<file path="config.mk">
export PLATFORM = sky130hd
export DESIGN_NAME = refcounted_slot_pool
export DESIGN_NICKNAME = d
export VERILOG_FILES = /design/src/design/rcsp_pkg.sv /design/src/design/rcsp_ram.sv /design/src/design/rcsp_slot_map.sv /design/src/design/refcounted_slot_pool.sv
export VERILOG_INCLUDE_DIRS = /design/src /design/src/design
export SDC_FILE = /design/constraint.sdc
export NUM_CORES = 1
export LEC_CHECK = 0
export BUFFER_PORTS_ARGS = -buffer_cell sky130_fd_sc_hd__buf_4
export CAP_MARGIN = 0
export CORE_UTILIZATION = 30
export CTS_CLUSTER_SIZE = 8
export DETAILED_ROUTE_END_ITERATION = 6
export HOLD_SLACK_MARGIN = 0.1
export PLACE_DENSITY = 0.45
export SETUP_SLACK_MARGIN = 0.3
export SLEW_MARGIN = 20
export SYNTH_ARGS = -nofsm -noshare
export SYNTH_HDL_FRONTEND = slang
export SYNTH_SLANG_ARGS = --single-unit
</file>
<file path="constraint.sdc">
create_clock -name aclk -period 4.94 [get_ports aclk]
set_input_delay 0.247 -clock aclk [delete_from_list [all_inputs] [get_ports aclk]]
set_output_delay 0.247 -clock aclk [all_outputs]
set_load 0.05 [all_outputs]
</file>
<file path="src/design/assert_macros.svh">
// ----------------------------------------------------------------------------
// assert_macros
// Assertion helpers for the RTL.
// ----------------------------------------------------------------------------
`ifndef ASSERT_MACROS_SVH
`define ASSERT_MACROS_SVH

// Condition must hold at every clock edge out of reset.
`define ASSERT_ALWAYS(label, clk, rst_n, cond, msg) \
    label: assert property (@(posedge clk) disable iff (!(rst_n)) (cond)) else $error(msg);

// Antecedent in a cycle implies consequent in the same cycle.
`define ASSERT_IMPL(label, clk, rst_n, ante, cons, msg) \
    label: assert property (@(posedge clk) disable iff (!(rst_n)) (ante) |-> (cons)) \
        else $error(msg);

// Antecedent in a cycle implies consequent in the next cycle.
`define ASSERT_NEXT(label, clk, rst_n, ante, cons, msg) \
    label: assert property (@(posedge clk) disable iff (!(rst_n)) (ante) |=> (cons)) \
        else $error(msg);

`endif

</file>
<file path="src/design/rcsp_pkg.sv">
// ----------------------------------------------------------------------------
// rcsp_pkg
// Shared constants and types for the reference-counted slot pool.
// ----------------------------------------------------------------------------
package rcsp_pkg;

    localparam int SLOTS   = 8;
    localparam int SLOT_AW = (SLOTS > 1) ? $clog2(SLOTS) : 1;
    localparam int IDX_W   = 3;
    localparam int FUNC_W  = 2;
    localparam int ST_W    = 2;
    localparam int CNT_W   = 8;
    // only slots reachable by the 3-bit index field are searched
    localparam int REACH   = (SLOTS < (1 << IDX_W)) ? SLOTS : (1 << IDX_W);

    localparam logic [FUNC_W-1:0] FUNC_ACQUIRE = 2'd0;
    localparam logic [FUNC_W-1:0] FUNC_RETAIN  = 2'd1;
    localparam logic [FUNC_W-1:0] FUNC_RELEASE = 2'd2;

    localparam logic [ST_W-1:0] ST_OK        = 2'd0;
    localparam logic [ST_W-1:0] ST_EXHAUSTED = 2'd1;
    localparam logic [ST_W-1:0] ST_NOT_USED  = 2'd2;
    localparam logic [ST_W-1:0] ST_AT_MAX    = 2'd3;

    localparam logic [CNT_W-1:0] CNT_MAX = '1;

    // update to the used-slot map
    typedef struct packed {
        logic               set;
        logic               clr;
        logic [SLOT_AW-1:0] slot;
    } slot_upd_t;

    // view of the used-slot map
    typedef struct packed {
        logic [SLOTS-1:0] in_use;
        logic             any_free;
        logic [IDX_W-1:0] free_slot;
    } slot_view_t;

endpackage

</file>
<file path="src/design/rcsp_ram.sv">
// ----------------------------------------------------------------------------
// rcsp_ram
// Generic single-write, single-read RAM with registered read data.
// ----------------------------------------------------------------------------
module rcsp_ram #(
    parameter int WIDTH = 8,
    parameter int DEPTH = 8
) (
    input  logic                                  aclk,
    input  logic                                  wr_en,
    input  logic [((DEPTH > 1) ? $clog2(DEPTH) : 1)-1:0] wr_addr,
    input  logic [WIDTH-1:0]                      wr_data,
    input  logic                                  rd_en,
    input  logic [((DEPTH > 1) ? $clog2(DEPTH) : 1)-1:0] rd_addr,
    output logic [WIDTH-1:0]                      rd_data
);

    logic [WIDTH-1:0] mem [DEPTH];
    logic [WIDTH-1:0] rd_data_reg;

    always_ff @(posedge aclk) begin
        if (wr_en) begin
            mem[wr_addr] <= wr_data;
        end
        if (rd_en) begin
            rd_data_reg <= mem[rd_addr];
        end
    end

    assign rd_data = rd_data_reg;

endmodule

</file>
<file path="src/design/rcsp_slot_map.sv">
// ----------------------------------------------------------------------------
// rcsp_slot_map
// Used bit per slot and lowest-free-slot search.
// ----------------------------------------------------------------------------
module rcsp_slot_map (
    input  logic                  aclk,
    input  logic                  aresetn,
    input  rcsp_pkg::slot_upd_t   upd,
    output rcsp_pkg::slot_view_t  view
);

    logic [rcsp_pkg::SLOTS-1:0] in_use_reg;
    logic [rcsp_pkg::SLOTS-1:0] in_use_next;

    always_comb begin
        in_use_next = in_use_reg;
        if (upd.set) begin
            in_use_next[upd.slot] = 1'b1;
        end
        if (upd.clr) begin
            in_use_next[upd.slot] = 1'b0;
        end
    end

    always_ff @(posedge aclk) begin
        if (!aresetn) begin
            in_use_reg <= '0;
        end else begin
            in_use_reg <= in_use_next;
        end
    end

    // priority search, lowest index wins
    always_comb begin
        view.in_use    = in_use_reg;
        view.any_free  = 1'b0;
        view.free_slot = '0;
        for (int i = rcsp_pkg::REACH - 1; i >= 0; i--) begin
            if (!in_use_reg[i]) begin
                view.any_free  = 1'b1;
                view.free_slot = rcsp_pkg::IDX_W'(i);
            end
        end
    end

endmodule

</file>
<file path="src/design/refcounted_slot_pool.sv">
// Path: the count RAM read and the update-stage registers load on the input accept
//   edge; the update result enters the output register when that stage goes.
// Throughput: one item per cycle; the count RAM is written back by the
//   update stage while the next item's read goes out, with a bypass register
//   when both touch the same slot. An item stalls only on a held result.
// Reset: synchronous, active low; all slots free. The count RAM is not
//   cleared: a free slot reads as count zero through its used bit.
// ----------------------------------------------------------------------------
// refcounted_slot_pool
// Slot pool with per-slot reference counts, acquire / retain / release.
// ----------------------------------------------------------------------------
`include "assert_macros.svh"

module refcounted_slot_pool (
    input  logic                          aclk,
    input  logic                          aresetn,
    input  logic                          s_valid,
    output logic                          s_ready,
    input  logic [rcsp_pkg::FUNC_W-1:0]   s_func,
    input  logic [rcsp_pkg::IDX_W-1:0]    s_slot_index,
    output logic                          m_valid,
    input  logic                          m_ready,
    output logic [rcsp_pkg::ST_W-1:0]     m_status,
    output logic [rcsp_pkg::IDX_W-1:0]    m_slot_out,
    output logic                          m_freed,
    output logic [rcsp_pkg::CNT_W-1:0]    m_count_out
);

    // read stage
    logic                               accept;
    logic [rcsp_pkg::SLOT_AW-1:0]       rd_addr;
    logic [rcsp_pkg::CNT_W-1:0]         rd_data;

    // update stage
    logic                               st1_vld_reg, st1_vld_next;
    logic [rcsp_pkg::FUNC_W-1:0]        st1_func_reg;
    logic [rcsp_pkg::IDX_W-1:0]         st1_idx_reg;
    logic                               byp_sel_reg;
    logic [rcsp_pkg::CNT_W-1:0]         byp_data_reg;
    logic                               st1_go;
    logic                               idx_ok;
    logic [rcsp_pkg::SLOT_AW-1:0]       st1_addr;
    logic                               used;
    logic [rcsp_pkg::CNT_W-1:0]         cnt;
    logic [rcsp_pkg::CNT_W-1:0]         cnt_dec;

    logic                               wr_en;
    logic [rcsp_pkg::SLOT_AW-1:0]       wr_addr;
    logic [rcsp_pkg::CNT_W-1:0]         wr_data;
    rcsp_pkg::slot_upd_t                upd;
    rcsp_pkg::slot_view_t               view;

    logic [rcsp_pkg::ST_W-1:0]          res_status;
    logic [rcsp_pkg::IDX_W-1:0]         res_slot;
    logic                               res_freed;
    logic [rcsp_pkg::CNT_W-1:0]         res_count;

    // output register
    logic                               m_valid_reg, m_valid_next;
    logic [rcsp_pkg::ST_W-1:0]          m_status_reg;
    logic [rcsp_pkg::IDX_W-1:0]         m_slot_out_reg;
    logic                               m_freed_reg;
    logic [rcsp_pkg::CNT_W-1:0]         m_count_out_reg;

    assign st1_go  = st1_vld_reg && (!m_valid_reg || m_ready);
    assign s_ready = !st1_vld_reg || st1_go;
    assign accept  = s_valid && s_ready;
    assign rd_addr = rcsp_pkg::SLOT_AW'(s_slot_index);

    rcsp_ram #(
        .WIDTH (rcsp_pkg::CNT_W),
        .DEPTH (rcsp_pkg::SLOTS)
    ) u_count_ram (
        .aclk    (aclk),
        .wr_en   (wr_en),
        .wr_addr (wr_addr),
        .wr_data (wr_data),
        .rd_en   (accept),
        .rd_addr (rd_addr),
        .rd_data (rd_data)
    );

    rcsp_slot_map u_slot_map (
        .aclk    (aclk),
        .aresetn (aresetn),
        .upd     (upd),
        .view    (view)
    );

    assign st1_vld_next = accept ? 1'b1 : (st1_go ? 1'b0 : st1_vld_reg);

    always_ff @(posedge aclk) begin
        if (!aresetn) begin
            st1_vld_reg <= 1'b0;
            byp_sel_reg <= 1'b0;
        end else begin
            st1_vld_reg <= st1_vld_next;
            if (accept) begin
                // RAM reads old data on a same-slot write: take the new value here
                byp_sel_reg <= wr_en && (wr_addr == rd_addr);
            end
        end
    end

    always_ff @(posedge aclk) begin
        if (accept) begin
            st1_func_reg <= s_func;
            st1_idx_reg  <= s_slot_index;
            byp_data_reg <= wr_data;
        end
    end

    assign idx_ok   = 32'(st1_idx_reg) < 32'(rcsp_pkg::SLOTS);
    assign st1_addr = rcsp_pkg::SLOT_AW'(st1_idx_reg);
    assign used     = idx_ok && view.in_use[st1_addr];
    // a free slot always reads as count zero
    assign cnt      = used ? (byp_sel_reg ? byp_data_reg : rd_data) : '0;
    assign cnt_dec  = cnt - rcsp_pkg::CNT_W'(1);

    always_comb begin
        wr_en      = 1'b0;
        wr_addr    = st1_addr;
        wr_data    = '0;
        upd.set    = 1'b0;
        upd.clr    = 1'b0;
        upd.slot   = st1_addr;
        res_status = rcsp_pkg::ST_OK;
        res_slot   = st1_idx_reg;
        res_freed  = 1'b0;
        res_count  = cnt;
        case (st1_func_reg)
            rcsp_pkg::FUNC_ACQUIRE: begin
                res_slot = view.free_slot;
                if (view.any_free) begin
                    wr_en     = st1_go;
                    wr_addr   = rcsp_pkg::SLOT_AW'(view.free_slot);
                    wr_data   = rcsp_pkg::CNT_W'(1);
                    upd.set   = st1_go;
                    upd.slot  = rcsp_pkg::SLOT_AW'(view.free_slot);
                    res_count = rcsp_pkg::CNT_W'(1);
                end else begin
                    res_status = rcsp_pkg::ST_EXHAUSTED;
                    res_slot   = '0;
                    res_count  = '0;
                end
            end
            rcsp_pkg::FUNC_RETAIN: begin
                if (!used) begin
                    res_status = rcsp_pkg::ST_NOT_USED;
                end else if (cnt == rcsp_pkg::CNT_MAX) begin
                    res_status = rcsp_pkg::ST_AT_MAX;
                end else begin
                    wr_en     = st1_go;
                    wr_data   = cnt + rcsp_pkg::CNT_W'(1);
                    res_count = wr_data;
                end
            end
            rcsp_pkg::FUNC_RELEASE: begin
                if (!used) begin
                    res_status = rcsp_pkg::ST_NOT_USED;
                end else begin
                    wr_en     = st1_go;
                    wr_data   = cnt_dec;
                    res_count = cnt_dec;
                    if (cnt_dec == '0) begin
                        upd.clr   = st1_go;
                        res_freed = 1'b1;
                    end
                end
            end
            default: begin
                // unused code: report current count, no change
            end
        endcase
    end

    assign m_valid_next = st1_go ? 1'b1 : (m_ready ? 1'b0 : m_valid_reg);

    always_ff @(posedge aclk) begin
        if (!aresetn) begin
            m_valid_reg <= 1'b0;
        end else begin
            m_valid_reg <= m_valid_next;
        end
    end

    always_ff @(posedge aclk) begin
        if (st1_go) begin
            m_status_reg    <= res_status;
            m_slot_out_reg  <= res_slot;
            m_freed_reg     <= res_freed;
            m_count_out_reg <= res_count;
        end
    end

    assign m_valid     = m_valid_reg;
    assign m_status    = m_status_reg;
    assign m_slot_out  = m_slot_out_reg;
    assign m_freed     = m_freed_reg;
    assign m_count_out = m_count_out_reg;

    `ASSERT_IMPL(a_wr_only_on_go, aclk, aresetn, wr_en, st1_go, "count write without update")
    `ASSERT_IMPL(a_set_slot_free, aclk, aresetn, upd.set, !view.in_use[upd.slot], "acquire of a used slot")
    `ASSERT_IMPL(a_clr_slot_used, aclk, aresetn, upd.clr, view.in_use[upd.slot], "release freed a free slot")
    `ASSERT_NEXT(a_stall_holds, aclk, aresetn, st1_vld_reg && !st1_go, st1_vld_reg && $stable(st1_idx_reg), "update stage lost an item")
    `ASSERT_IMPL(a_freed_zero, aclk, aresetn, m_valid_reg && m_freed_reg, m_count_out_reg == '0 && m_status_reg == rcsp_pkg::ST_OK, "freed with nonzero count")

endmodule

</file>
==> metrics.md, run 1 <==
| Metric | Value |
|---|---|
| DRC viols | `0` |
| Initial antenna violation count | `0` |
| Final ANT Viol Nets | `0` |
| Most Crowded Layer GR | `met2` |
| CTS tree | `done` |
| Routed WL | `about 12 mm` |
| First-pass GRT wire length | `19.5 mm` |
| Startpoint type of the worst setup path | `flop` |
| Maximum number of pins on one net before global-route repair | `33` |
| Antenna diode count | `0` |
| Kind of critical path | `flop to flop` |
| Initial Util | `0.308` |
| Tot Pwr | `1950 uW` |
| Met2 GRT Util | `0.223` |
| Synth Register Bits | `110` |
| Crit-path max cell delay | `~0.53 ns` |
| Worst Path Required | `about 4.9 ns` |
| Vias in the first global route | `between 3,000 and 4,000` |
| Avg Inst Size Synth | `between 10 and 15 um^2` |
| Final setup violating endpoints | `0` |
| Fin nets | `439` |
| Die width | `136 um` |
| RR Startpoint | `st1_addr[0]` |
| Share of cells above drive strength 1 | `0.207` |
| Post-synth EDFFs | `about 100` |
| Full die area | `between 15,000 and 20,000 um^2` |
| Setup WS pre-CTS | `0.771 ns` |
| Final min period | `4.19 ns` |
| First-pass DRT Iterations | `4` |
| Max Cap Viol | `0` |
| H-tree levels | `3` |
| Synth top area share | `0.556` |
| RSZ-0062 raised after global routing | `false` |
| Synth area leader | `edfxtp_1` |
| GPL Wtd Cong | `0.874` |
| Post-synthesis sequential area ratio | `0.597` |
| DR vias/cell | `5.11` |
| Vias | `3,326` |
| Clock Latency Late Sink | `0.35 ns` |
| GR Util met1 | `0.200` |
| Status | `finished clean` |
| CP max stage cell | `nor2_1` |
| Setup Skew | `approximately 0.011 ns` |
| Final Hold Fails | `0` |
| Ys async rst share | `0` |
| Worst-Margin Slew | `approximately 0.9 ns` |
| Worst-case clock buffer depth | `2` |
| Global-route usage over all layers | `0.145` |
| Most frequent cells in the layout | `edfxtp_1 (99), buf_4 (31), nand2_1 (28)` |
| CTS Root Buffer Type | `clkbuf_16` |
| WP buf/inv | `0` |
| Grt ovf | `0` |
| CTS buffer count | `9` |
| CP Capture Type | `flop` |
| Largest reg by FF count | `u_count_ram.mem` |
| Crit path from | `st1_addr[0]` |
| # IOs | `25` |
| Worst Hold Launch | `aresetn` |
| Syn Inst Count | `between 300 and 400` |
| Commonest non-fill, non-tap cell in the layout | `edfxtp_1` |
| Syn_nets | `414` |
| Slew margin rel. | `0.403` |
| Fin Setup TNS | `0 ns` |
| FMAX | `roughly 0.24 GHz` |
| Critical path's top delay family | `simple AND/OR/NAND/NOR gates` |
| Post-CTS Resized | `0` |
| Power Dens Cells | `between 300 and 400 nW/um^2` |
| Number of synthesis warnings | `0` |
| Top_reg_cell synth | `edfxtp_1` |
| Core ar. | `~17,000 um^2` |
| Sink Count | `110` |
| Max Fanout on Critical Path | `15` |
| Final WS setup | `0.746 ns` |
| Post-synthesis cell type count | `61` |
| Core Util, Final | `0.351` |
| Clk pin slew, worst setup/hold paths | `0.08 ns` |
| P_leak | `0.00200 uW` |
| Pins Over Slew Limit | `0` |
| Fillers | `1,665` |
| Part of the cycle the worst path needs | `0.849` |
| Crit path DAT | `4.18 ns` |
| Met3 usage | `0.0311` |
| Max FFs per register | `64` |
| Largest cells by area after synthesis | `edfxtp_1 (56%), mux4_2 (6.7%), dfxtp_1 (4.1%)` |
| Die span in y | `136 um` |
| DRT iter0 DRCs | `259` |
| Cell Area, Synth | `5350 um^2` |
| Row Count | `48` |
| Port bufs | `24` |
| Synth-to-Final Area Change | `14.0%` |
| WL per Instance | `19.1 um` |
| Peak VDD IR | `approximately 200 uV` |
| Final HPWL DP | `roughly 9.1 mm` |
| Crit path cell chain | `mux2_2, a2bb2oi_1, nand2_1, nor2_1, ha_1, nand4_1, nand2_1, and3_1, a221o_1, or2_2, nor2_1` |
| Min-Delay Path Class | `input pin to flop` |
metrics by stage:
step | hold WS [ns] | instances | area (um^2)
global placement | 0.427 | 633 | 5790
finish | 0.189 | 651 | 6100
floorplan | 0.346 | 397 | 5350
detailed placement | 0.431 | 633 | 5790
CTS | 0.176 | 651 | 6100
global route | 0.191 | 651 | 6100
power by group:
part | internal, uW | leakage, uW | switching, uW | total [uW]
logic | 72.6 | 0.000839 | 129 | 202
registers | 1040 | 0.00103 | 18.0 | 1060
clock network | 349 | 0.000136 | 339 | 688
final timing paths:
kind	end	slack (ns)	depth (start not counted)
max	u_count_ram.mem[7][4]	0.75	11
min	u_slot_map.in_use_reg[4]	0.19	2
min reg2reg	m_valid	0.54	2
max reg2reg	u_count_ram.mem[7][4]	0.75	11
kinds of logic (layout without fill, tap and decap cells):
kind of cell,count (synthesis),in the layout,synth area share
flip-flops,110,110,0.597
buffers and inverters,27,56,0.0213
AND/OR/NAND/NOR,127,127,0.133
adder cells (fa/ha/maj),8,8,0.0187
multiplexers,41,41,0.117
AO/OA/AOI/OAI,71,71,0.0922
XOR/XNOR,13,13,0.0213
cell usage after synthesis, types with 2 or more instances:
| cell | number |
|---|---|
| o32ai_1 | 2 |
| or3b_2 | 2 |
| o22ai_1 | 2 |
| edfxtp_1 | 99 |
| a32oi_1 | 2 |
| and3_1 | 3 |
| mux2i_1 | 13 |
| a21oi_1 | 19 |
| and2_1 | 4 |
| and3b_1 | 2 |
| o21ai_0 | 7 |
| mux4_2 | 16 |
| a31oi_1 | 6 |
| nor4_1 | 2 |
| o32a_1 | 2 |
| nor2b_1 | 4 |
| mux2_2 | 12 |
| a2bb2oi_1 | 2 |
| clkbuf_1 | 16 |
| o211ai_1 | 2 |
| a21boi_0 | 2 |
| nand2_1 | 28 |
| o21a_1 | 5 |
| xnor2_1 | 9 |
| nor3_1 | 8 |
| nand3_1 | 9 |
| or3_1 | 5 |
| nand4_1 | 6 |
| or2_2 | 4 |
| nor4b_1 | 2 |
| a21o_1 | 3 |
| a22oi_1 | 5 |
| nor2_1 | 26 |
| xor2_1 | 4 |
| nand2b_1 | 7 |
| inv_1 | 7 |
| ha_1 | 8 |
| a211oi_1 | 3 |
| nand3b_1 | 2 |
| o221a_1 | 4 |
| nor3b_1 | 2 |
| nand4b_1 | 2 |
| dfxtp_1 | 11 |
cell type report:
type                            instances  area, um^2  area share
Clock buffer                            9         225      0.0369
Tap cell                              225         282      0.0462
Timing Repair Buffer                   34         263      0.0431
Inverter                                7        26.3     0.00431
Clock inverter                          6        52.6     0.00862
Sequential cell                       110        3190       0.523
Multi-Input combinational cell        260        2060       0.337
repair_timing:
action                    in CTS  in global routing
buffers inserted               0                  0
hold endpoints to repair       3                  0
hold buffers                   3                  0
per-layer routing:
layer / vias up / routed length (um)
li1: 1602 / -
met3: 13 / 493
met4: 0 / 219
met1: 1636 / 6090
met5: - / 0
met2: 75 / 5640
(Power assumes the default switching activity.)
==> run 2: changes to the inputs <==
==> constraint.sdc (replaced) <==
create_clock -name aclk -period 4.2 [get_ports aclk]
set_input_delay 0.21 -clock aclk [delete_from_list [all_inputs] [get_ports aclk]]
set_output_delay 0.21 -clock aclk [all_outputs]
set_load 0.05 [all_outputs]
==> run 2 against run 1 <==
Compared with the run above: hold slack got worse by 0.038 ns; cell count rose by 2.2%; critical path depth up 2; power grew 23%; final area is 2.4% higher; global-route usage up 0.58 points; largest cell class unchanged; sequential power is 17% higher.
==> metrics.md, run 2 (synthesis gave the netlist of run 1 again) <==
| Metric | Value |
|---|---|
| Die span in y | `136 um` |
| GPL Wtd Cong | `0.861` |
| P_leak | `between 0.002 and 0.0025 uW` |
| Core ar. | `between 15,000 and 20,000 um^2` |
| Largest reg by FF count | `u_count_ram.mem` |
| RR Startpoint | `st1_addr[0]` |
| Slew margin rel. | `0.427` |
| Vias in the first global route | `3,394` |
| Sw power | `between 600 and 700 uW` |
| Worst Hold Launch | `aresetn` |
| Hold Path End | `u_slot_map.in_use_reg[6]` |
| CP Capture Type | `flop` |
| CTS buffer count | `9` |
| CTS tree | `done` |
| Global-route usage over all layers | `0.151` |
| Part of the cycle the worst path needs | `0.869` |
| Fin Setup TNS | `0 ns` |
| Max Fanout on Critical Path | `9` |
| Max FFs per register | `64` |
| Min-Delay Path Class | `input pin to flop` |
| FMAX | `0.274 GHz` |
| Antenna diode count | `0` |
| Die width | `136 um` |
| Pint | `around 1800 uW` |
| Startpoint type of the worst setup path | `flop` |
| Full die area | `18,400 um^2` |
| Worst-Margin Slew | `0.854 ns` |
| Tot Pwr | `about 2400 uW` |
| Worst r2r path cells | `13` |
| Vias | `around 3,400` |
| Setup Skew | `around 0.009 ns` |
| Fin nets | `~450` |
| Combinational share of power | `0.102` |
| Grt ovf | `0` |
| First-pass DRT Iterations | `6` |
| Final setup violating endpoints | `0` |
| Worst Path Required | `4.27 ns` |
| Peak VDD IR | `between 200 and 250 uV` |
| Max Cap Viol | `0` |
| Pins Over Slew Limit | `0` |
| Synth-to-Final Area Change | `16.8%` |
| DRC viols | `0` |
| Share of cells above drive strength 1 | `0.234` |
| Final ANT Viol Nets | `0` |
| DR vias/cell | `5.11` |
| Maximum number of pins on one net before global-route repair | `30` |
| Clk pin slew, worst setup/hold paths | `roughly 0.08 ns` |
| CTS Root Buffer Type | `clkbuf_16` |
| RR Endpoint | `u_count_ram.mem[2][7]` |
| Port bufs | `24` |
| Core Util, Final | `0.360` |
| Hold depth | `3` |
| Sink Count | `110` |
| Final HPWL DP | `about 9 mm` |
| # IOs | `25` |
| Switch share | `0.251` |
| Crit path DAT | `3.72 ns` |
| Most frequent cells in the layout | `edfxtp_1 (99), buf_4 (44), nand2_1 (28)` |
| DRT iter0 DRCs | `388` |
| Status | `finished clean` |
| Power Dens Cells | `383 nW/um^2` |
| Commonest non-fill, non-tap cell in the layout | `edfxtp_1` |
| Final min period | `~3.6 ns` |
| Row Count | `48` |
| Initial Util | `0.308` |
| Worst-case clock buffer depth | `2` |
| Reg2reg setup slack | `roughly 0.55 ns` |
| Clock power frac | `0.380` |
| Clock Latency Late Sink | `0.36 ns` |
| Initial antenna violation count | `0` |
| Final Hold Fails | `0` |
| Kind of critical path | `flop to flop` |
| Sequential share of power | `0.519` |
| WL per Instance | `19.1 um` |
| RSZ-0062 raised after global routing | `false` |
| First-pass GRT wire length | `20.2 mm` |
| Routed WL | `12.7 mm` |
| H-tree levels | `3` |
## run 2: metal layers
| layer | global-route usage | vias up | part of all wire |
|---|---|---|---|
| met3 | 0.0389 | 8 | 0.045 |
| met4 | 0.0437 | 0 | 0.0089 |
| met2 | 0.226 | 92 | 0.46 |
| li1 | - | 1629 | - |
| met1 | 0.213 | 1668 | 0.49 |
| met5 | 0 | - | 0 |
## run 2: per-stage QoR
step                      cells  setup slack [ns]  hold slack, ns  area (um^2)
after global routing        665             0.352           0.137         6250
after detailed placement    644             0.452           0.392         5870
after CTS                   663             0.425           0.132         6220
final                       665             0.550           0.152         6250
after floorplan             397             0.428           0.309         5350
after global placement      644             0.576           0.391         5870
## run 2: power groups by stage
| stage | combinational [uW] | clock (uW) | sequential [uW] |
|---|---|---|---|
| 2_1_floorplan | 141 | 0 | 1290 |
| 3_3_place_gp | 243 | 0 | 1270 |
| 3_5_place_dp | 240 | 0 | 1270 |
| 4_1_cts | 243 | 939 | 1240 |
| 5_1_grt | 266 | 974 | 1250 |
| 6_report | 244 | 909 | 1240 |
## run 2: worst max-delay path by stage
| stage | startpoint | endpoint | depth (start not counted) |
|---|---|---|---|
| 6_report | st1_addr[0] | u_count_ram.mem[2][7] | 13 |
| 5_1_grt | st1_addr[0] | u_count_ram.mem[3][4] | 13 |
| 4_1_cts | st1_addr[0] | u_count_ram.mem[2][7] | 13 |
| 3_5_place_dp | st1_addr[0] | u_count_ram.mem[2][7] | 13 |
| 3_3_place_gp | st1_addr[0] | u_count_ram.mem[2][7] | 13 |
| 2_1_floorplan | st1_addr[0] | u_count_ram.mem[2][0] | 15 |
## run 2: critical path, cell delays in order, from the launching register on
cell and delay [ns]:
edfxtp_1 0.48, mux2_2 0.37, a2bb2oi_1 0.18, and2_2 0.30, nand2b_4 0.11, inv_1 0.05
ha_1 0.23, nand4b_1 0.15, nand2_1 0.15, and3_2 0.26, a221o_1 0.41, or2_2 0.34
nor2_1 0.15, buf_4 0.20
## run 2: cell type report
cell class	count	area, um^2
clock inverter	7	100
clock buffer	9	225
fill	1658	11100
tap	225	282
sequential	110	3190
inverter	7	26.3
timing repair buffer	47	360
multi-input combinational	260	2060
## run 2: what timing repair did
action,in CTS,in global routing
endpoints found under the setup margin,0,39
hold endpoints to repair,3,0
hold buffers,3,0
resized for setup,0,3
setup buffers,0,2
==> run 3: changes to the inputs <==
--- a/config.mk
+++ b/config.mk
@@ -8,6 +8,7 @@
 export LEC_CHECK = 0
 export BUFFER_PORTS_ARGS = -buffer_cell sky130_fd_sc_hd__buf_4
 export CAP_MARGIN = 0
+export CORE_ASPECT_RATIO = 1.25
 export CORE_UTILIZATION = 30
 export CTS_CLUSTER_SIZE = 8
 export DETAILED_ROUTE_END_ITERATION = 6
==> run 3 against run 2 <==
Compared with the run above: via count up 2.6%; sequential cell count unchanged; largest cell class unchanged; critical path type unchanged; sequential share of layout area up 0.42 points; die area about the same.
==> metrics.md, run 3 (synthesis gave the netlist of run 1 again) <==
| Metric | Value |
|---|---|
| Status | `finished clean` |
| Peak VDD IR | `195 uV` |
| H-tree levels | `3` |
| Sink Count | `110` |
| Die width | `around 120 um` |
| Hold depth | `2` |
| Startpoint type of the worst setup path | `flop` |
| Commonest non-fill, non-tap cell in the layout | `edfxtp_1` |
| Die span in y | `151 um` |
| Clock Latency Late Sink | `roughly 0.36 ns` |
| Fin Setup TNS | `0 ns` |
| Largest reg by FF count | `u_count_ram.mem` |
| WL per Instance | `between 15 and 20 um` |
| Maximum number of pins on one net before global-route repair | `24` |
| Max Cap Viol | `0` |
| CP Capture Type | `flop` |
| Core Util, Final | `0.356` |
| RR Startpoint | `st1_addr[0]` |
| First-pass GRT wire length | `19.7 mm` |
| Full die area | `18,400 um^2` |
| Final setup violating endpoints | `0` |
| CTS Root Buffer Type | `clkbuf_16` |
| CTS buffer count | `9` |
| Pins Over Slew Limit | `0` |
| Antenna diode count | `0` |
| Hold slack final | `around 0.15 ns` |
| Final WS setup | `0.532 ns` |
| Hold Path End | `u_slot_map.in_use_reg[4]` |
| Share of cells above drive strength 1 | `0.225` |
| Synth-to-Final Area Change | `15.9%` |
| Final min period | `3.67 ns` |
| Vias in the first global route | `roughly 3,500` |
| Grt ovf | `0` |
| P_leak | `0.00207 uW` |
| Routed WL | `12.7 mm` |
| RSZ-0062 raised after global routing | `false` |
| Max FFs per register | `64` |
| DRC viols | `0` |
| First-pass DRT Iterations | `5` |
| Vias | `3,484` |
| Kind of critical path | `flop to flop` |
| DR vias/cell | `5.25` |
| Crit path DAT | `3.73 ns` |
| Worst-case clock buffer depth | `2` |
| Reg2reg setup slack | `roughly 0.53 ns` |
| Tot Pwr | `around 2300 uW` |
| CTS tree | `done` |
| # IOs | `25` |
| Worst Hold Launch | `aresetn` |
| Final ANT Viol Nets | `0` |
| Slew margin rel. | `0.441` |
| Final HPWL DP | `between 9 and 10 mm` |
| Row Count | `54` |
| Worst Path Required | `approximately 4.3 ns` |
| FMAX | `between 0.2 and 0.3 GHz` |
| Initial Util | `0.307` |
| Worst r2r path cells | `13` |
| Fin nets | `roughly 450` |
| Max Fanout on Critical Path | `8` |
| RR Endpoint | `u_count_ram.mem[3][5]` |
| Worst-Margin Slew | `~0.84 ns` |
| Most frequent cells in the layout | `edfxtp_1 (99), buf_4 (44), nand2_1 (28)` |
| GPL Wtd Cong | `0.835` |
| Power Dens Cells | `374 nW/um^2` |
| Final Hold Fails | `0` |
| DRT iter0 DRCs | `260` |
| Core ar. | `between 15,000 and 20,000 um^2` |
| Global-route usage over all layers | `0.147` |
| Setup Skew | `0.00982 ns` |
| Part of the cycle the worst path needs | `0.873` |
| Clk pin slew, worst setup/hold paths | `around 0.08 ns` |
| Setup WS pre-CTS | `a little over 0.6 ns` |
| Initial antenna violation count | `0` |
| Min-Delay Path Class | `input pin to flop` |
| Port bufs | `24` |
run 3: layout make-up:
cell class	count	area [um^2]
clock inverter	7	65.1
fill	1673	11200
inverter	7	26.3
timing repair buffer	47	360
multi-input combinational	260	2050
sequential	110	3190
clock buffer	9	225
tap	224	280
run 3: report_power, final:
| part | leakage (uW) | internal (uW) | switching, uW |
|---|---|---|---|
| logic | 0.000904 | 89.2 | 150 |
| registers | 0.00103 | 1220 | 21.2 |
| clock network | 0.000142 | 416 | 420 |
run 3: how the worst max path moves through the flow:
| stage | start | cells after the start | slack, ns | endpoint |
|---|---|---|---|---|
| global route | st1_addr[0] | 13 | 0.33 | u_count_ram.mem[6][7] |
| floorplan | st1_addr[0] | 15 | 0.43 | u_count_ram.mem[2][0] |
| finish | st1_addr[0] | 13 | 0.53 | u_count_ram.mem[3][5] |
| detailed placement | st1_addr[0] | 13 | 0.60 | u_count_ram.mem[3][1] |
| CTS | st1_addr[0] | 13 | 0.56 | u_count_ram.mem[3][5] |
| global placement | st1_addr[0] | 13 | 0.62 | u_count_ram.mem[3][1] |
run 3: layer usage:
metal	part of all wire	global-route usage	vias up	wire [um]
met5	0	0	-	0
met1	0.45	0.186	1754	5710
li1	-	-	1632	-
met2	0.50	0.245	72	6310
met4	0.029	0.0772	0	368
met3	0.027	0.0203	26	343
run 3: critical path, cell delays in order, from the launching register on:
cell and delay (ns):
edfxtp_1 0.49, mux2_2 0.37, a2bb2oi_1 0.18, and2_1 0.20, nand2b_1 0.14, inv_1 0.06
ha_1 0.25, nand4b_1 0.16, nand2_1 0.16, and3_1 0.26, a221o_1 0.42, or2_2 0.34
nor2_1 0.13, buf_4 0.21
run 3: metrics by stage:
step	instances	cell area, um^2
6_report	664	6200
5_1_grt	664	6200
4_1_cts	664	6190
3_5_place_dp	645	5870
3_3_place_gp	645	5870
2_1_floorplan	397	5350
run 3: repair_timing:
| item | 4_1_cts | 5_1_grt |
|---|---|---|
| resized for setup | 0 | 1 |
| hold buffers | 3 | 0 |
| endpoints found under the hold margin | 3 | 0 |
| setup endpoints to repair | 0 | 9 |
| buffers inserted | 0 | 0 |
